## src/design/shpa_pkg.sv

```systemverilog
// Shared types and constants of the shadow/highlight pixel adjust pipeline.
// Used by every module of the block; depends on nothing.
package shpa_pkg;

   // Field widths
   localparam int CH_W     = 8;
   localparam int PCT_W    = 7;
   localparam int TONE_W   = 9;
   localparam int CSR_W    = 9;
   localparam int Q_FRAC   = 16;
   localparam int LUMA_W   = Q_FRAC + 1;

   // Unity in Q1.16 and register limits
   localparam logic [LUMA_W-1:0] Q_ONE     = 17'd65536;
   localparam logic [TONE_W-1:0] TONE_MAX  = 9'd256;
   localparam logic [PCT_W-1:0]  PCT_MAX   = 7'd100;
   localparam logic [TONE_W-1:0] TONE_RST  = 9'd128;

   // Luma: weighted sum, then divide by 255000 through a reciprocal
   localparam int                 SUM_W        = 18;
   localparam logic [SUM_W-1:0]   LUMA_DEN     = 18'd255000;
   localparam int                 LUMA_RECIP_W = 23;
   localparam logic [LUMA_RECIP_W-1:0] LUMA_RECIP = 23'd4311810;
   localparam int                 LUMA_SHIFT   = 24;
   localparam int                 LUMA_PROD_W  = SUM_W + LUMA_RECIP_W;
   localparam int                 LUMA_CMP_W   = 36;

   // Mask divider: 25-bit dividend, 17 quotient bits, up to six bits per stage
   localparam int NUM_W           = 25;
   localparam int DIV_STEPS       = 17;
   localparam int DIV_STAGE_STEPS = 6;
   localparam int DIV_STAGES      = (DIV_STEPS + DIV_STAGE_STEPS - 1) / DIV_STAGE_STEPS;
   localparam int DIV_TOP_W       = NUM_W - DIV_STEPS;

   // Percent scaling: divide by 200 as a shift by 3 and a reciprocal of 25
   localparam int                   PCT_PROD_W = PCT_W + LUMA_W;
   localparam int                   DIV8_W     = PCT_PROD_W - 3;
   localparam int                   RECIP25_W  = 21;
   localparam logic [RECIP25_W-1:0] RECIP25    = 21'd1342178;
   localparam int                   RECIP25_SH = 25;

   // Register map
   typedef enum logic [1:0] {
      CSR_SHADOW    = 2'd0,
      CSR_HIGHLIGHT = 2'd1,
      CSR_TONAL     = 2'd2
   } csr_index_type;

   // Saturated settings
   typedef struct packed {
      logic [TONE_W-1:0] tonal;
      logic [PCT_W-1:0]  highlight;
      logic [PCT_W-1:0]  shadow;
   } cfg_type;

   typedef struct packed {
      logic [CH_W-1:0] blue;
      logic [CH_W-1:0] green;
      logic [CH_W-1:0] red;
   } pixel_type;

   typedef struct packed {
      pixel_type         pix;
      logic [LUMA_W-1:0] luma;
   } luma_item_type;

   typedef struct packed {
      pixel_type         pix;
      logic [LUMA_W-1:0] shadow_base;
      logic [LUMA_W-1:0] highlight_base;
   } mask_item_type;

endpackage

```

## src/design/shpa_tone.sv

```systemverilog
// Tone stages: square the mask bases, scale by the percent settings, and
// apply lift and compression to each channel with an upper clamp.
// Depends on shpa_pkg.
module shpa_tone (
   input  logic                    clock,
   input  logic                    reset,
   input  shpa_pkg::cfg_type       cfg,
   input  logic                    in_valid,
   output logic                    in_ready,
   input  shpa_pkg::mask_item_type in_item,
   output logic                    out_valid,
   input  logic                    out_ready,
   output shpa_pkg::pixel_type     out_pix
);
   import shpa_pkg::*;

   localparam int SQ_W   = 2 * LUMA_W;
   localparam int R25_W  = DIV8_W + RECIP25_W;
   localparam int CHAN_W = 26;

   // Channel out = (c * comp + 255 * lift) >> 16, clamped to 255
   function automatic logic [CH_W-1:0] chan_adjust(logic [CH_W-1:0] c,
                                                   logic [LUMA_W-1:0] comp,
                                                   logic [LUMA_W-1:0] lift);
      logic [CHAN_W-1:0] v;
      v = CHAN_W'(c) * CHAN_W'(comp) + (CHAN_W'(lift) << 8) - CHAN_W'(lift);
      return (v[CHAN_W-1:Q_FRAC] > (CHAN_W-Q_FRAC)'(255)) ?
             CH_W'(255) : v[Q_FRAC +: CH_W];
   endfunction

   logic v1_ff, v2_ff, v3_ff, v4_ff;
   logic rdy1, rdy2, rdy3, rdy4;

   pixel_type pix1_ff, pix2_ff, pix3_ff;
   logic [SQ_W-1:0]       s_sq, h_sq;
   logic [LUMA_W-1:0]     smask1_in, smask1_ff, hmask1_in, hmask1_ff;
   logic [PCT_PROD_W-1:0] sprod2_in, sprod2_ff, hprod2_in, hprod2_ff;
   logic [R25_W-1:0]      s_r25, h_r25;
   logic [LUMA_W-1:0]     lift3_in, lift3_ff, comp3_in, comp3_ff;
   pixel_type             pix4_in, pix4_ff;

   // Ready chain
   assign rdy4     = !v4_ff || out_ready;
   assign rdy3     = !v3_ff || rdy4;
   assign rdy2     = !v2_ff || rdy3;
   assign rdy1     = !v1_ff || rdy2;
   assign in_ready = rdy1;

   // Stage 1: square the bases; zero tonal width gives zero masks
   always_comb begin
      s_sq      = SQ_W'(in_item.shadow_base) * SQ_W'(in_item.shadow_base);
      h_sq      = SQ_W'(in_item.highlight_base) * SQ_W'(in_item.highlight_base);
      smask1_in = (cfg.tonal == '0) ? '0 : s_sq[Q_FRAC +: LUMA_W];
      hmask1_in = (cfg.tonal == '0) ? '0 : h_sq[Q_FRAC +: LUMA_W];
   end

   // Stage 2: scale by percent
   assign sprod2_in = PCT_PROD_W'(cfg.shadow) * PCT_PROD_W'(smask1_ff);
   assign hprod2_in = PCT_PROD_W'(cfg.highlight) * PCT_PROD_W'(hmask1_ff);

   // Stage 3: divide by 200, form lift and compression
   always_comb begin
      s_r25    = R25_W'(sprod2_ff[PCT_PROD_W-1:3]) * R25_W'(RECIP25);
      h_r25    = R25_W'(hprod2_ff[PCT_PROD_W-1:3]) * R25_W'(RECIP25);
      lift3_in = s_r25[RECIP25_SH +: LUMA_W];
      comp3_in = Q_ONE - h_r25[RECIP25_SH +: LUMA_W];
   end

   // Stage 4: adjust each channel
   always_comb begin
      pix4_in.red   = chan_adjust(pix3_ff.red,   comp3_ff, lift3_ff);
      pix4_in.green = chan_adjust(pix3_ff.green, comp3_ff, lift3_ff);
      pix4_in.blue  = chan_adjust(pix3_ff.blue,  comp3_ff, lift3_ff);
   end

   // Advance valid bits
   always_ff @(posedge clock) begin
      if (reset) begin
         v1_ff <= 1'b0;
         v2_ff <= 1'b0;
         v3_ff <= 1'b0;
         v4_ff <= 1'b0;
      end else begin
         if (rdy1) v1_ff <= in_valid;
         if (rdy2) v2_ff <= v1_ff;
         if (rdy3) v3_ff <= v2_ff;
         if (rdy4) v4_ff <= v3_ff;
      end
   end

   // Advance payload
   always_ff @(posedge clock) begin
      if (rdy1 && in_valid) begin
         pix1_ff   <= in_item.pix;
         smask1_ff <= smask1_in;
         hmask1_ff <= hmask1_in;
      end
      if (rdy2 && v1_ff) begin
         pix2_ff   <= pix1_ff;
         sprod2_ff <= sprod2_in;
         hprod2_ff <= hprod2_in;
      end
      if (rdy3 && v2_ff) begin
         pix3_ff  <= pix2_ff;
         lift3_ff <= lift3_in;
         comp3_ff <= comp3_in;
      end
      if (rdy4 && v3_ff) begin
         pix4_ff <= pix4_in;
      end
   end

   assign out_valid = v4_ff;
   assign out_pix   = pix4_ff;

endmodule

```

## config.mk

```make
export PLATFORM = sky130hd
export DESIGN_NAME = shpa_tone
export DESIGN_NICKNAME = d
export VERILOG_FILES = /design/src/design/shpa_pkg.sv /design/src/design/shpa_tone.sv
export SDC_FILE = /design/constraint.sdc
export NUM_CORES = 2
export LEC_CHECK = 0
export BUFFER_PORTS_ARGS = -buffer_cell sky130_fd_sc_hd__buf_2
export CAP_MARGIN = 40
export CORE_MARGIN = 2
export CORE_UTILIZATION = 31
export DETAILED_ROUTE_END_ITERATION = 7
export GPL_ROUTABILITY_DRIVEN = 0
export SETUP_SLACK_MARGIN = 0.1
export SLEW_MARGIN = 10
export SYNTH_ARGS = -nofsm -noshare
export SYNTH_HDL_FRONTEND = slang
export SYNTH_SLANG_ARGS = --single-unit
```

## constraint.sdc

```tcl
create_clock -name clock -period 15.3 [get_ports clock]
set_clock_uncertainty 0.05 [all_clocks]
set_input_delay 2.295 -clock clock [delete_from_list [all_inputs] [get_ports clock]]
set_output_delay 2.295 -clock clock [all_outputs]
set_load 0.03 [all_outputs]
```

# Yosys cells after proc, flatten, opt, wreduce, memory -nomap -nowiden
# Cells that the tools add are included.
# word_totals
register_bits	216
inputBits	85
out_inout_bits	26
elab_cells	54
# op_classes
n_addsub	7
multipliers	9
magnitude_cmp	3
reduce_logical	13
# ops
operator	count
$mul A21 B20 Y41 const B	2
$add A25 B25 Y26	3
$sub A26 B17 Y26	3
$mul A8 B17 Y25	3
$mul A17 B17 Y33	2
$mul A7 B17 Y24	2
$gt A10 B8 Y1 const B	3
$sub A17 B17 Y17 const A	1
$logic_not A9 Y1	1
$logic_and A1 B1 Y1	4
$logic_not A1 Y1	4
$logic_or A1 B1 Y1	4

# Longest topological paths before layout
# logic_depth
depth_word	6
depth_mapped	29
depth_no_buf	29

# Least setup slack after synthesis
# No wires, ideal clock.
# synth_path
path_type	input to register
startpoint	in in_item[4] (netlist name)
endpoint	reg hmask1_ff[16] (data pin)
setup_ps	288
arrival_ps	8145
required_ps	14962
slack_ps	6818
path_stages	25
n_path_buf	1
cell_sequence	clkbuf_1 nand2_1 fa_1 inv_1 fa_1 inv_1 fa_1 inv_1 fa_1 inv_1 fa_1 inv_1 fa_1 ha_1 a21o_1 a21o_1 a21o_1 a41o_1 o31a_1 a221o_1 a211oi_2 nor3_1 o31ai_4 nand3_1 nor3b_2
# synth_via
elab_chain_len	1
# synth_lines
element	line	source
from (decl)	shpa_tone.sv:10	input shpa_pkg::mask_item_type in_item,
$mul A17 B17 Y33	shpa_tone.sv:52	h_sq = SQ_W'(in_item.highlight_base) * SQ_W'(in_item.highlight_base);
to (signal assigned)	shpa_tone.sv:96	hmask1_ff <= hmask1_in;
to (decl)	shpa_tone.sv:36	logic [LUMA_W-1:0] smask1_in, smask1_ff, hmask1_in, hmask1_ff;
# No other way between the ends.
# A chain may end at the register's enable or synchronous reset.

# Worst setup path in the final report
# Same ends and word-level chain as after synthesis.

==> results.env <==
RUN_STATUS='finished, final reports clean'
CTS_ROOT_BUF='sky130_fd_sc_hd__clkbuf_16'
SYNTH_EDF_COUNT=206
CLOCK_LATENCY_PS=620
ROUTED_WL_MM=128.4
MAIN_FLOP_TYPE_AFTER_SYNTHESIS='sky130_fd_sc_hd__edfxtp_1'
TIMING.FINAL.MAX_SLEW_VIOLATIONS=0
ORDERED_CELL_LIST_FOR_THE_CRITICAL_PATH='buf_2 -> nand2_1 -> fa_1 -> inv_1 -> fa_1 -> inv_1 -> fa_1 -> fa_1 -> fa_1 -> inv_1 -> fa_1 -> ha_1 -> a21o_1 -> a21o_1 -> a21o_1 -> a41o_1 -> o31a_1 -> a221o_1 -> a211oi_2 -> nor3_1 -> o31ai_4 -> nand3_1 -> nor3b_2'
FINAL_LAYOUT_SIZE_SUFFIX_GT1_FRAC=0.03643
FINAL_HOLD_VIOL_COUNT=0
SYNTHMOSTINSTANTIATEDCELL='sky130_fd_sc_hd__inv_1'
GR-TOTAL-OVERFLOW=0
DRV.MAX_CAP_VIOLATION_COUNT=0
CTS_SETUP_BUFFERS=0
TRITONCTS='built'
POSTSYNTHNETCOUNT=8070
CP_NUM_BUF_INV=4
MET3_USE_GR=0.01573
CLOCK.FMAX_MHz=120.2
SYNTH.FF_LATCH_COUNT=210
PORT_BUFFERS=110
SETUP_TOTAL_NEGATIVE_SLACK_PS=0
AREA_DELTA_SYNTH_FINAL_PCT=7.692
USE_MET2=0.2462
SYNTHARSTFLOPSHARE=0
PLACE.DETAILED.INSTANCES=8372
WORST_SETUP_PATH_END_KIND='flip-flop'
HPWLAFTERDP_MM=110.0
CRIT_SHARE_POST_ROUTE=0.5438
CTS_BUFFER_DEPTH=3
RSZ0062_AT_GRT='no'
CRITPATHSLOWESTCELL='sky130_fd_sc_hd__fa_1'
YS_WARN_COUNT=0
FINAL_NET_COUNT=8104
CP_DATA_REQUIRED_TIME_PS=15580
CRITICAL_PATH_ARRIVAL_PS=8600
CTS_NUM_SINKS=210
CRIT_PATH_START_KIND='primary input'
CRIT_PATH_MAX_DELAY_FAMILY='adder cells'
VIAS_PER_INST=4.495
GLOBALROUTE.BUSIESTLAYER='met2'
YOSYSUNIQUECELLTYPES=76
GRT_FIRST_PASS_WIRELENGTH_MM=216.4
HOLDCRITPATHCLASS='flip-flop to flip-flop'
I_O_PINS=111
SYNTH.LARGEST_AREA_CELL='sky130_fd_sc_hd__fa_1'
DIE_AREA_UM2=192000
POSTSYNTHCELLCOUNT=5873
CTS_HTREE_LEVELS=1
POSTCTSRESIZEDCELLS=0
PLACEMENTROWS=159
DIEHEIGHT_UM=438.2
WORST-PATH-MAX-FANOUT=17
PIN_COUNT_OF_THE_BIGGEST_NET_ENTERING_GLOBAL_ROUTING=59
DR.FIRST_ITER.DRC_COUNT=1555
GR-USAGE-MET1=0.1812
SLEW_AT_THE_PIN_CLOSEST_TO_ITS_MAX_SLEW_LIMIT_PS=836.3
CLK_TRANSITION_REPORTED_PATHS_PS=60
CRITPATHMAXSTAGEDELAY_PS=580
CTS.HOLD.BUFFERS_ADDED=0
POST_SYNTH_MAIN_AREA_CONTRIBUTORS='sky130_fd_sc_hd__fa_1, sky130_fd_sc_hd__ha_1, sky130_fd_sc_hd__edfxtp_1, sky130_fd_sc_hd__inv_1, sky130_fd_sc_hd__and2_1'
FINALSETUPVIOLATIONS=0
CPMOSTUSEDCELL='sky130_fd_sc_hd__fa_1'
N_ANTENNA_CELL=0
POST_SYN_AREA_UM2=58440
START_UTIL=0.3115
SYNTHESIS.AREA_PER_INSTANCE_UM2=9.951
SYNTH_TOP_CELLS_BY_COUNT='sky130_fd_sc_hd__inv_1, sky130_fd_sc_hd__fa_1, sky130_fd_sc_hd__ha_1, sky130_fd_sc_hd__nand2_1, sky130_fd_sc_hd__and2_1'
CTS_MADE_BUFFERS=28
MAX_SLEW_MARGIN=0.4425
DETAIL_ROUTE.FIRST_PASS.ITERATIONS=5
ANTENNA_LEFT=0
COUNT_OF_PLACED_STANDARD_CELLS_IN_THE_FINAL_LAYOUT_FILLERS_LEFT_OUT=8424
SYNTH_SEQ_AREA_SHARE=0.1072
CORE_REGION_AREA_UM2=187600
DIE_W_UM=438.2
SYNTH_TOP_AREA_SHARE=0.4111
WIRE_PER_INST_UM=15.24
GRT_ANTENNA_BEFORE_REPAIR=7
DRT_DRC_VIOLATIONS_LEFT=0
ROUTE.VIAS.TOTAL=37870
GRT_PASS1_VIAS=42490
PERIOD_NEEDED_PS=8320
GLOBALROUTETOTALUTIL=0.1378
SETUP_CRIT_PATH_KIND='primary input to flip-flop'
-- cells in the final DEF, fill, tap and decap left out, types with 26 or more instances in the layout --
| cell | count |
|---|---|
| sky130_fd_sc_hd__inv_1 | 1555 |
| sky130_fd_sc_hd__ha_1 | 912 |
| sky130_fd_sc_hd__nand3_1 | 36 |
| sky130_fd_sc_hd__nand2b_1 | 32 |
| sky130_fd_sc_hd__nor2b_1 | 26 |
| sky130_fd_sc_hd__nor3_1 | 44 |
| sky130_fd_sc_hd__edfxtp_1 | 206 |
| sky130_fd_sc_hd__nor2_1 | 130 |
| sky130_fd_sc_hd__buf_2 | 110 |
| sky130_fd_sc_hd__o21ai_0 | 51 |
| sky130_fd_sc_hd__nand2_1 | 590 |
| sky130_fd_sc_hd__a21oi_1 | 104 |
| sky130_fd_sc_hd__fa_1 | 1200 |
| sky130_fd_sc_hd__and2_1 | 394 |
| sky130_fd_sc_hd__a21o_1 | 47 |
| sky130_fd_sc_hd__clkbuf_16 | 28 |
| sky130_fd_sc_hd__xor2_1 | 60 |
| sky130_fd_sc_hd__xnor2_1 | 87 |
-- routing by layer --
metal / vias up / wire length, um
met1: 19190 / 57940
met3: 132 / 4562
met5: - / 87
met2: 582 / 63820
met4: 14 / 1961
li1: 17950 / -
-- path summary, 6_finish.rpt --
check                              startpoint             to  slack (ps)  depth (start not counted)
worst min-delay path              pix1_ff[12]    pix2_ff[12]         370                          0
worst max-delay path               in_item[4]  hmask1_ff[16]        6980                         23
worst min register to register    pix1_ff[12]    pix2_ff[12]         370                          0
worst max register to register  hprod2_ff[16]   comp3_ff[16]        7110                         27
-- state kept, by name, indices dropped and copies added, names as in the netlist --
| signal | flops |
|---|---|
| hmask1_ff | 17 |
| v3_ff | 1 |
| out_pix | 24 |
| out_valid | 1 |
| pix2_ff | 24 |
| lift3_ff | 17 |
| smask1_ff | 17 |
| v2_ff | 1 |
| sprod2_ff | 21 |
| hprod2_ff | 21 |
| pix1_ff | 24 |
| v1_ff | 1 |
| pix3_ff | 24 |
| comp3_ff | 17 |
-- kinds of logic after synthesis --
logic type | count (synthesis) | synth area share
fa+ha+maj | 2112 | 0.6063
buf+inv | 1684 | 0.1082
simple gates | 1353 | 0.1133
compound gates | 363 | 0.04226
flops | 210 | 0.1072
xor+xnor | 147 | 0.02203
mux | 4 | 0.0007279
-- worst reg2reg max path, delay by kind of cell (launching register included) --
family                     cells  cell delay (ps)
AOI/OAI and AO/OA              8             1760
DFF                            1              760
adders and majority gates      9             3880
and+or+nand+nor                5             1240
buffers and inverters          5              250
-- per-stage QoR --
stage	utilization	hold slack, ps	instance area, um^2	worst slack [ps]
5_1_grt	0.3355	378.7	62940	6550
2_1_floorplan	-	350.3	58440	6818
6_report	0.3355	369.1	62940	6980
4_1_cts	0.3355	371.6	62940	6996
3_5_place_dp	0.3303	355.4	61970	6367
3_3_place_gp	0.3292	355.1	61760	6447
-- final cells by class --
class / count / area, um^2
well taps: 2495 / 3122
clock inverters: 22 / 257.7
clock buffers: 30 / 708.2
repair buffers: 133 / 848.3
fillers: 19080 / 124700
flip-flops and latches: 210 / 6266
inverters: 1555 / 5837
multi-input cells: 3979 / 45900
Power is left out: the tool's default activity adds up to more than one toggle a clock period on the data nets, which glitch-free logic cannot reach.
