**src/design/shpa_pkg.sv**
```systemverilog
// Shared types and constants of the shadow/highlight pixel adjust pipeline.
// Used by every module of the block; depends on nothing.
package shpa_pkg;

   // Field widths
   localparam int CH_W     = 8;
   localparam int PCT_W    = 7;
   localparam int TONE_W   = 9;
   localparam int CSR_W    = 9;
   localparam int Q_FRAC   = 16;
   localparam int LUMA_W   = Q_FRAC + 1;

   // Unity in Q1.16 and register limits
   localparam logic [LUMA_W-1:0] Q_ONE     = 17'd65536;
   localparam logic [TONE_W-1:0] TONE_MAX  = 9'd256;
   localparam logic [PCT_W-1:0]  PCT_MAX   = 7'd100;
   localparam logic [TONE_W-1:0] TONE_RST  = 9'd128;

   // Luma: weighted sum, then divide by 255000 through a reciprocal
   localparam int                 SUM_W        = 18;
   localparam logic [SUM_W-1:0]   LUMA_DEN     = 18'd255000;
   localparam int                 LUMA_RECIP_W = 23;
   localparam logic [LUMA_RECIP_W-1:0] LUMA_RECIP = 23'd4311810;
   localparam int                 LUMA_SHIFT   = 24;
   localparam int                 LUMA_PROD_W  = SUM_W + LUMA_RECIP_W;
   localparam int                 LUMA_CMP_W   = 36;

   // Mask divider: 25-bit dividend, 17 quotient bits, up to six bits per stage
   localparam int NUM_W           = 25;
   localparam int DIV_STEPS       = 17;
   localparam int DIV_STAGE_STEPS = 6;
   localparam int DIV_STAGES      = (DIV_STEPS + DIV_STAGE_STEPS - 1) / DIV_STAGE_STEPS;
   localparam int DIV_TOP_W       = NUM_W - DIV_STEPS;

   // Percent scaling: divide by 200 as a shift by 3 and a reciprocal of 25
   localparam int                   PCT_PROD_W = PCT_W + LUMA_W;
   localparam int                   DIV8_W     = PCT_PROD_W - 3;
   localparam int                   RECIP25_W  = 21;
   localparam logic [RECIP25_W-1:0] RECIP25    = 21'd1342178;
   localparam int                   RECIP25_SH = 25;

   // Register map
   typedef enum logic [1:0] {
      CSR_SHADOW    = 2'd0,
      CSR_HIGHLIGHT = 2'd1,
      CSR_TONAL     = 2'd2
   } csr_index_type;

   // Saturated settings
   typedef struct packed {
      logic [TONE_W-1:0] tonal;
      logic [PCT_W-1:0]  highlight;
      logic [PCT_W-1:0]  shadow;
   } cfg_type;

   typedef struct packed {
      logic [CH_W-1:0] blue;
      logic [CH_W-1:0] green;
      logic [CH_W-1:0] red;
   } pixel_type;

   typedef struct packed {
      pixel_type         pix;
      logic [LUMA_W-1:0] luma;
   } luma_item_type;

   typedef struct packed {
      pixel_type         pix;
      logic [LUMA_W-1:0] shadow_base;
      logic [LUMA_W-1:0] highlight_base;
   } mask_item_type;

endpackage

```
**src/design/shpa_div.sv**
```systemverilog
// Mask divider: forms the shadow and highlight dividends from luma and the
// tonal width and divides both by the tonal width, six quotient bits a stage (five in the last).
// Depends on shpa_pkg.
module shpa_div (
   input  logic                    clock,
   input  logic                    reset,
   input  shpa_pkg::cfg_type       cfg,
   input  logic                    in_valid,
   output logic                    in_ready,
   input  shpa_pkg::luma_item_type in_item,
   output logic                    out_valid,
   input  logic                    out_ready,
   output shpa_pkg::mask_item_type out_item
);
   import shpa_pkg::*;

   typedef struct packed {
      logic [NUM_W-1:0]  num;
      logic [TONE_W-1:0] rem;
      logic [LUMA_W-1:0] quo;
   } div_lane_type;

   // Run one stage worth of restoring division steps
   function automatic div_lane_type div_run(div_lane_type a, logic [TONE_W-1:0] t,
                                            int first);
      div_lane_type      b;
      logic [TONE_W:0]   rr;
      logic [4:0]        idx;
      b = a;
      for (int i = 0; i < DIV_STAGE_STEPS; i++) begin
         if (first + i < DIV_STEPS) begin
            idx = 5'(DIV_STEPS - 1 - (first + i));
            rr  = {b.rem, b.num[idx]};
            if (rr >= {1'b0, t}) begin
               b.rem      = TONE_W'(rr - {1'b0, t});
               b.quo[idx] = 1'b1;
            end else begin
               b.rem = rr[TONE_W-1:0];
            end
         end
      end
      return b;
   endfunction

   logic [DIV_STAGES:0]   v_ff, v_in, take;
   logic [DIV_STAGES+1:0] rdy;
   pixel_type    pix_ff [0:DIV_STAGES];
   pixel_type    pix_in [0:DIV_STAGES];
   div_lane_type s_ff   [0:DIV_STAGES];
   div_lane_type s_in   [0:DIV_STAGES];
   div_lane_type h_ff   [0:DIV_STAGES];
   div_lane_type h_in   [0:DIV_STAGES];

   logic [LUMA_W-1:0] tone_q;
   logic [LUMA_W:0]   h_sum;
   logic [NUM_W-1:0]  s_num, h_num;

   // Dividends: shadow from (T - L), highlight from (L - 1 + T)
   always_comb begin
      tone_q = LUMA_W'({cfg.tonal, 8'b0});
      h_sum  = {1'b0, in_item.luma} + {1'b0, tone_q};
      s_num  = (in_item.luma < tone_q) ?
               NUM_W'({tone_q - in_item.luma, 8'b0}) : '0;
      h_num  = (h_sum > {1'b0, Q_ONE}) ?
               NUM_W'({h_sum - {1'b0, Q_ONE}, 8'b0}) : '0;
   end

   // Ready chain from the output back
   always_comb begin
      rdy[DIV_STAGES+1] = out_ready;
      for (int k = DIV_STAGES; k >= 0; k--) begin
         rdy[k] = !v_ff[k] || rdy[k+1];
      end
   end
   assign in_ready = rdy[0];

   // Next values of every stage
   always_comb begin
      v_in[0]   = in_valid;
      take[0]   = in_valid && rdy[0];
      pix_in[0] = in_item.pix;
      s_in[0]   = '{num: s_num, rem: {1'b0, s_num[NUM_W-1 -: DIV_TOP_W]}, quo: '0};
      h_in[0]   = '{num: h_num, rem: {1'b0, h_num[NUM_W-1 -: DIV_TOP_W]}, quo: '0};
      for (int k = 1; k <= DIV_STAGES; k++) begin
         v_in[k]   = v_ff[k-1];
         take[k]   = v_ff[k-1] && rdy[k];
         pix_in[k] = pix_ff[k-1];
         s_in[k]   = div_run(s_ff[k-1], cfg.tonal, (k-1) * DIV_STAGE_STEPS);
         h_in[k]   = div_run(h_ff[k-1], cfg.tonal, (k-1) * DIV_STAGE_STEPS);
      end
   end

   // Advance valid bits
   always_ff @(posedge clock) begin
      if (reset) begin
         v_ff <= '0;
      end else begin
         for (int k = 0; k <= DIV_STAGES; k++) begin
            if (rdy[k]) v_ff[k] <= v_in[k];
         end
      end
   end

   // Advance payload
   always_ff @(posedge clock) begin
      for (int k = 0; k <= DIV_STAGES; k++) begin
         if (take[k]) begin
            pix_ff[k] <= pix_in[k];
            s_ff[k]   <= s_in[k];
            h_ff[k]   <= h_in[k];
         end
      end
   end

   assign out_valid               = v_ff[DIV_STAGES];
   assign out_item.pix            = pix_ff[DIV_STAGES];
   assign out_item.shadow_base    = s_ff[DIV_STAGES].quo;
   assign out_item.highlight_base = h_ff[DIV_STAGES].quo;

endmodule

```
**config.mk**
```make
export PLATFORM = sky130hd
export DESIGN_NAME = shpa_div
export DESIGN_NICKNAME = d
export VERILOG_FILES = /design/src/design/shpa_pkg.sv /design/src/design/shpa_div.sv
export SDC_FILE = /design/constraint.sdc
export NUM_CORES = 1
export LEC_CHECK = 0
export CORE_MARGIN = 4
export CORE_UTILIZATION = 25
export DETAILED_ROUTE_END_ITERATION = 10
export DONT_BUFFER_PORTS = 1
export PLACE_DENSITY = 0.51
export RECOVER_POWER = 50
export SKIP_LAST_GASP = 1
export SYNTH_ARGS = -nofsm -noshare
export SYNTH_HDL_FRONTEND = slang
export SYNTH_SLANG_ARGS = --single-unit
```
**constraint.sdc**
```tcl
create_clock -name clock -period 17.05 [get_ports clock]
set_input_delay 3.41 -clock clock [delete_from_list [all_inputs] [get_ports clock]]
set_output_delay 3.41 -clock clock [all_outputs]
set_load 0.02 [all_outputs]
```
-- Yosys cells after proc, flatten, opt, wreduce, memory -nomap -nowiden
Memory sizes are Yosys's and may differ from the RTL's.
Cells that the tools add are included.
Widths: inputs -> output; s select.
- bits in registers: 4
- RAM bits: 504
- input bits: 68
- output and inout bits: 60
- logic and storage cells: 170
- memories kept: 3
- add/sub/neg operators: 37
- $lt $le $gt $ge: 36
- multiplexer cells: 78
- reduce and logical (&&, ||, !) cells: 12
- memory list (memory ; depth ; width ; read ports ; clocked after Yosys merged registers in ; write ports ; line ; text):
    h_ff ; 4 ; 51 ; 4 ; 0 ; 4 ; shpa_div.sv:51 ; div_lane_type h_ff [0:DIV_STAGES];
    s_ff ; 4 ; 51 ; 4 ; 0 ; 4 ; shpa_div.sv:49 ; div_lane_type s_ff [0:DIV_STAGES];
    pix_ff ; 4 ; 24 ; 4 ; 0 ; 4 ; shpa_div.sv:47 ; pixel_type pix_ff [0:DIV_STAGES];
- operators with widths (kind ; count):
    $ge 10x9->1 ; 34
    $mux 9 ; 34
    $sub 9x9->9 ; 34
    $mux 25 ; 2
    $mux 1 ; 42
    $add 17x17->18 ; 1
    $gt 18x17->1 const B ; 1
    $lt 17x17->1 ; 1
    $sub 17x17->17 ; 1
    $sub 17x17->17 const B ; 1
    $logic_and 1x1->1 ; 4
    $logic_not 1->1 ; 4
    $logic_or 1x1->1 ; 4

-- Logic depth before layout (Yosys ltp)
Gate-level depths: netlist of the first run.
An unclocked memory read counts as a cell.
- depth in word-level cells: 13
- gate-level depth with buffers: 68
- gate-level depth less buffers: 63

-- Worst setup path before layout of the first run
OpenSTA, ideal clock, no wires.
- path type: in2reg
- start: input port cfg[15] (netlist name)
- end: memory s_ff[1][18] (netlist name) (data pin)
- setup time: 261 ps
- data arrival time: 16308 ps
- data required time: 16789 ps
- path slack: 482 ps
- stages: 63
- buffers on the path: 6
- cell sequence: clkbuf_1 -> inv_1 -> ha_1 -> and4_1 -> a41o_1 -> a31oi_1 -> clkinv_1 -> nand2_1 -> o21ai_0 -> fa_1 -> nand2b_1 -> a211oi_1 -> o31ai_1 -> o311a_1 -> inv_1 -> buf_2 -> mux2_2 -> ha_1 -> [27 not listed] -> o211ai_1 -> clkbuf_1 -> nor2_1 -> a21oi_1 -> fa_1 -> a21o_1 -> a21oi_1 -> nor2_1 -> nor2_1 -> nand2_1 -> o21ai_0 -> nand2b_1 -> nor2_1 -> and2_1 -> buf_2 -> nand2b_1 -> inv_1 -> a221o_1
- RTL lines (what ; line ; text):
    from (decl) ; shpa_div.sv:7 ; input shpa_pkg::cfg_type cfg,
    to (decl) ; shpa_div.sv:49 ;

==> run_results.csv, run 1 <==
group,metric,value,unit
floorplan,die_w,314,µm
yosys,synth-seq-cells,246,
floorplan,io_pins,128,
drt,viasPerCell,4.77,
drt,wl,60600,µm
cells_and_area,layout-drive-gt1-share,0.104,
yosys,syn_nets,2825,
critical_path,required,17.38,ns
sta,clock-skew-final,0.0389,ns
critical_path,cp_slowest_stage_delay,0.54,ns
sta,relSlewSlack,-1.31,
yosys,synth_area_leaders,"edfxtp_1 31%, ha_1 17%, xnor2_1 5.0%",
outcome,status,"complete, but fails checks",
yosys,seq_area_frac_synth,0.313,
critical_path,worstPathArrival,16.38,ns
clocking,clkLatencyLatePin,0.61,ns
clocking,post_cts_buffers,0,
clocking,clock-root-buffer,"clkbuf_16",
clocking,numCtsBuffers,30,
yosys,synth_top_area_frac,0.310,
grt,antenna_found_initial,1,
yosys,synth_cell_types,97,
grt,grt_usage,0.119,
grt,grt_pass1_wl,95800,µm
sta,min_period_over_period,0.941,
yosys,yosys_warnings,0,
critical_path,end_kind,"flip-flop",
worst_hold_path,hold_class,"flip-flop to flip-flop",
grt,grt_max_degree,59,
placed_design,gp_congestion,0.835,
floorplan,rows,112,
critical_path,startpoint_type,"input port",
sta,finalSetupViolCount,0,
clocking,clockBufferDepth,3,
grt,grt-ovfl-total,0,
sta,fin_crit,16.05,ns
yosys,synth_flop_cell,"edfxtp_1",
grt,busiest_layer,"met2",
clocking,clk_pin_slew,0.06,ns
sta,rsz0062_at_grt,"false",
sta,final.setup.tns,0,ns
cells_and_area,nets,2869,
flow_run,cap_violations,3,
drt,avgRoutedWirePerCell,16.2,µm
critical_path,path_common_cell,"o21ai_0",
sta,tightest_slew,3.47,ns
placed_design,io_buffers,0,
grt,met2_usage,0.203,
drt,dr.pass1.iters,5,
floorplan,die_area,0.0989,mm²
grt,met3_usage,0.0174,
yosys,synth_area,0.0235,mm²
sta,final_max_slew_viol_count,91,
cells_and_area,antennaDiodeCount,0,
drt,drt_iter0_drc,967,
critical_path,path_max_fanout,13,
critical_path,regToRegSetupSlack,3.49,ns
placed_design,dpl.hpwl,45900,µm
critical_path,crit_buf_inv,4,
outcome,violations,"capacitance limit, slew limit",
critical_path,critPathSlowestCell,"o21ai_0",
critical_path,critPathKind,"input port to flip-flop",
yosys,synthArstFlopShare,0,
yosys,yosysTopAreaCell,"edfxtp_1",
floorplan,core,0.0932,mm²
drt,drtAntennaViolNets,0,
grt,grt_pass1_vias,17600,
clocking,cts_max_level,1,
critical_path,cp_top_family,"compound AO/OA/AOI/OAI gates",
cells_and_area,area_growth,12.1,%
clocking,cts_sinks,246,
floorplan,start_util,0.252,
yosys,yosysMostFrequentCell,"ha_1",
drt,vias,17900,
sta,finalHoldViolations,0,
cells_and_area,num-fill-cells,9871,
yosys,netlist_instances,2423,
yosys,avgSynthCellArea,9.69,µm²
yosys,synth_edf_count,242,
drt,drc,0,
floorplan,die_height,314,µm
sta,max_freq,62.3,MHz
yosys,netlist_top_cells_count,"311 x ha_1, 242 x edfxtp_1, 210 x nor2_1, 201 x a21oi_1, 149 x inv_1",
clocking,cts_tree,"done",
grt,grtUsageMet1,0.164,
cells by family (layout without fill, tap and decap cells):
logic type	Yosys count	after routing	synth area share
muxes	133	133	0.0623
buffers and inverters	198	266	0.0327
AOI/OAI and AO/OA	668	668	0.194
and+or+nand+nor	633	633	0.134
DFF	246	246	0.313
xor gates and xnor gates	211	211	0.0787
adders and majority gates	334	334	0.185
flip-flops by register name, indices dropped and copies added (netlist names):
signal / count
h_ff: 73
s_ff: 73
v_ff: 4
pix_ff: 96
path summary, 6_finish.rpt:
path,to,from,cells after the start
max,s_ff[2][19]$_DFFE_PP_,cfg[16],51
min,s_ff[2][16]$_DFFE_PP_,s_ff[1][16]$_DFFE_PP_,0
max reg2reg,s_ff[2][19]$_DFFE_PP_,s_ff[1][36]$_DFFE_PP_,52
min reg2reg,s_ff[2][16]$_DFFE_PP_,s_ff[1][16]$_DFFE_PP_,0
layout by cell type (no fill, tap or decap), types with 30 or more instances in the layout:
cell type,instances
a21o_1,109
a21oi_1,201
buf_4,53
clkbuf_16,30
edfxtp_1,242
ha_1,311
inv_1,141
mux2_2,95
mux2i_1,35
nand2_1,112
nand2b_1,37
nand4_1,45
nor2_1,209
nor2b_1,60
nor3_1,44
o21ai_0,107
o21bai_1,38
xnor2_1,135
xor2_1,76
cell type report:
type / count / area, µm² / area share
Clock buffer: 38 / 841 / 0.0319
Clock inverter: 18 / 191 / 0.00727
Inverter: 155 / 582 / 0.0221
Multi-Input combinational cell: 1979 / 15400 / 0.584
Sequential cell: 246 / 7350 / 0.279
Tap cell: 1254 / 1570 / 0.0596
Timing Repair Buffer: 55 / 422 / 0.0160
what timing repair did:
item / in CTS / in global routing
setup endpoints to repair: 0 / 1
gates resized for setup: 0 / 1
hold buffers: 0 / 0
stage by stage:
step           hold WS (ns)   util  area, µm²  instances  setup WS [ns]
6_report              0.414  0.282      26300       3745           1.00
3_5_place_dp          0.405  0.272      25300       3689          0.477
3_3_place_gp          0.400  0.272      25300       3689          0.444
5_1_grt               0.414  0.282      26300       3745         0.0627
2_1_floorplan         0.400      -      23500       2423          0.482
4_1_cts               0.412  0.283      26400       3745           1.02
per-layer routing:
layer / part of all wire / wire (µm) / vias up
met3: 0.043 / 2610 / 54
met2: 0.46 / 28100 / 277
li1: - / - / 9135
met4: 0.014 / 822 / 0
met1: 0.48 / 29100 / 8387
met5: 0 / 0 / -
Power of run 1 is not shown: default switching activity piles up to over one toggle a cycle in this logic, so the estimate is an artifact.
==> inputs of run 2 (changes only) <==
--- a/config.mk
+++ b/config.mk
@@ -5,12 +5,13 @@
 export SDC_FILE = /design/constraint.sdc
 export NUM_CORES = 1
 export LEC_CHECK = 0
-export CORE_MARGIN = 4
+export ABC_AREA = 1
 export CORE_UTILIZATION = 25
 export DETAILED_ROUTE_END_ITERATION = 10
 export DONT_BUFFER_PORTS = 1
 export PLACE_DENSITY = 0.51
 export RECOVER_POWER = 50
+export SETUP_SLACK_MARGIN = 0.1
 export SKIP_LAST_GASP = 1
 export SYNTH_ARGS = -nofsm -noshare
 export SYNTH_HDL_FRONTEND = slang
==> run_results.csv, run 2 <==
group,metric,value,unit
outcome,status,"complete, but fails checks",
outcome,violations,"capacitance limit, slew limit",
grt,grt_pass1_vias,19300,
yosys,synthArstFlopShare,0,
critical_path,cp_slowest_stage_delay,0.57,ns
grt,grt_usage,0.130,
critical_path,critPathKind,"input port to flip-flop",
drt,viasPerCell,4.56,
yosys,synth_compound_area_frac,0.119,
floorplan,die_area,0.0988,mm²
clocking,clockBufferDepth,3,
critical_path,critPathSlowestCell,"nor2_1",
cells_and_area,area_growth,11.2,%
sta,finalSetupViolCount,0,
sta,relSlewSlack,-1.46,
placed_design,gp_congestion,0.846,
yosys,avgSynthCellArea,7.91,µm²
grt,grt_max_degree,59,
clocking,cts_sinks,246,
grt,grt_pass1_wl,103000,µm
floorplan,start_util,0.252,
yosys,yosys_warnings,0,
yosys,synth_flop_cell,"edfxtp_1",
cells_and_area,antennaDiodeCount,0,
cells_and_area,largest-register,"pix_ff",
sta,final_max_slew_viol_count,79,
cells_and_area,mostFrequentLayoutCells,"798 x nand2_1, 374 x inv_1, 311 x ha_1",
sta,tightest_slew,3.69,ns
yosys,synth_top_family_by_area,"simple AND/OR/NAND/NOR gates",
critical_path,path_common_cell,"nand2_1",
yosys,synthMuxAreaShare,0,
clocking,clkLatencyLatePin,0.57,ns
clocking,clock-root-buffer,"clkbuf_16",
sta,rsz0062_at_grt,"false",
critical_path,end_kind,"flip-flop",
yosys,synth_area_leaders,"edfxtp_1 30%, ha_1 16%, nand2_1 12%",
yosys,netlist_instances,3083,
yosys,syn_nets,3485,
sta,final.setup.tns,0,ns
yosys,synth_top_area_frac,0.298,
drt,drc,0,
cells_and_area,layout_commonest_cell,"nand2_1",
grt,antenna_found_initial,1,
floorplan,core,0.0967,mm²
grt,grt-ovfl-total,0,
floorplan,rows,114,
drt,avgRoutedWirePerCell,14.8,µm
cells_and_area,nets,3501,
clocking,cts_max_level,2,
placed_design,dpl.hpwl,48400,µm
yosys,yosysMostFrequentCell,"nand2_1",
sta,max_freq,70.3,MHz
drt,dr.pass1.iters,6,
critical_path,path_max_fanout,22,
sta,min_period_over_period,0.835,
worst_hold_path,hold_class,"flip-flop to flip-flop",
placed_design,io_buffers,0,
drt,drt_iter0_drc,1232,
yosys,synth_area,0.0244,mm²
yosys,synth-seq-cells,246,
cells_and_area,layout-drive-gt1-share,0.0576,
sta,fin_crit,14.23,ns
sta,clock-skew-final,0.0244,ns
yosys,seq_area_frac_synth,0.301,
yosys,synthAdderAreaFrac,0.178,
floorplan,die_w,314,µm
flow_run,cap_violations,2,
yosys,synth_edf_count,242,
critical_path,regToRegSetupSlack,5.48,ns
critical_path,startpoint_type,"input port",
clocking,cts_tree,"done",
drt,vias,20100,
yosys,synth_simple_gate_area_frac,0.252,
floorplan,io_pins,128,
floorplan,die_height,314,µm
cells_and_area,num-fill-cells,10500,
yosys,synth-xor-area-share,0.0794,
clocking,cts_hold_buf,0,
yosys,netlist_top_cells_count,"798 x nand2_1, 384 x inv_1, 311 x ha_1, 242 x edfxtp_1, 234 x a21oi_1",
clocking,numCtsBuffers,35,
cells_and_area,largest_register_ffs,96,
drt,wl,65100,µm
clocking,post_cts_buffers,0,
cells_and_area,top_regs,"pix_ff: 96 flops, h_ff: 73 flops, s_ff: 73 flops",
drt,drtAntennaViolNets,0,
clocking,post_cts_resized,0,
clocking,clk_pin_slew,0.06,ns
sta,finalHoldViolations,0,
yosys,yosysTopAreaCell,"edfxtp_1",
critical_path,worstPathArrival,14.67,ns
critical_path,required,17.48,ns
yosys,synth_cell_types,61,
[run 2: changes by cell type after synthesis, sizes merged, moves of 35 or more]
cell	change
nand2	+713
inv	+233
nand3	+233
mux2	-98
a21o	-87
nor2b	-60
xor2	+51
a21oi	+43
xnor2	-41
nor2	-40
nand2b	-37
mux2i	-35
[run 2: final timing paths]
check	start	to	cells after the start
setup reg to reg	h_ff[1][36]$_DFFE_PP_	h_ff[2][22]$_DFFE_PP_	65
hold reg to reg	pix_ff[1][17]$_DFFE_PP_	pix_ff[2][17]$_DFFE_PP_	0
setup / recovery	cfg[15]	h_ff[2][22]$_DFFE_PP_	64
hold / removal	pix_ff[1][17]$_DFFE_PP_	pix_ff[2][17]$_DFFE_PP_	0
[run 2: cell type report]
type                    count  area, µm²  share of cell area
repair buffers             17        136             0.00503
multi-input cells        2412      15300               0.566
well taps                1276       1600              0.0589
flip-flops and latches    246       7350               0.271
clock inverters            24        354              0.0131
inverters                 387       1460              0.0537
clock buffers              39        891              0.0329
[run 2: cells by family (layout without fill, tap and decap cells)]
logic type / Yosys count / count (layout)
DFF: 246 / 246
xor gates and xnor gates: 221 / 221
buffers and inverters: 425 / 467
and+or+nand+nor: 1365 / 1365
adders and majority gates: 334 / 334
AOI/OAI and AO/OA: 492 / 492
[run 2: metrics by stage]
stage / cells / area [µm²] / hold WS (ns) / utilization / setup slack [ns]
2_1_floorplan: 3083 / 24400 / 0.400 / - / 3.65
3_3_place_gp: 4338 / 25900 / 0.400 / 0.268 / 2.11
3_5_place_dp: 4338 / 25900 / 0.405 / 0.268 / 2.10
4_1_cts: 4401 / 27100 / 0.414 / 0.281 / 2.72
5_1_grt: 4401 / 27100 / 0.415 / 0.280 / 1.40
6_report: 4401 / 27100 / 0.412 / 0.280 / 2.82
[run 2: routing by layer]
metal  track usage  share of wire
met5             0        0.00026
met4        0.0308          0.019
met3        0.0253          0.042
met2         0.222           0.47
met1         0.169           0.47
[run 2: worst max-delay path, delay by kind of cell]
family / cells / cell delay, ns
buf+inv: 9 / 1.18
simple gates: 36 / 4.88
fa+ha+maj: 6 / 2.19
compound gates: 13 / 2.92
Power of run 2 is left out for the same reason.
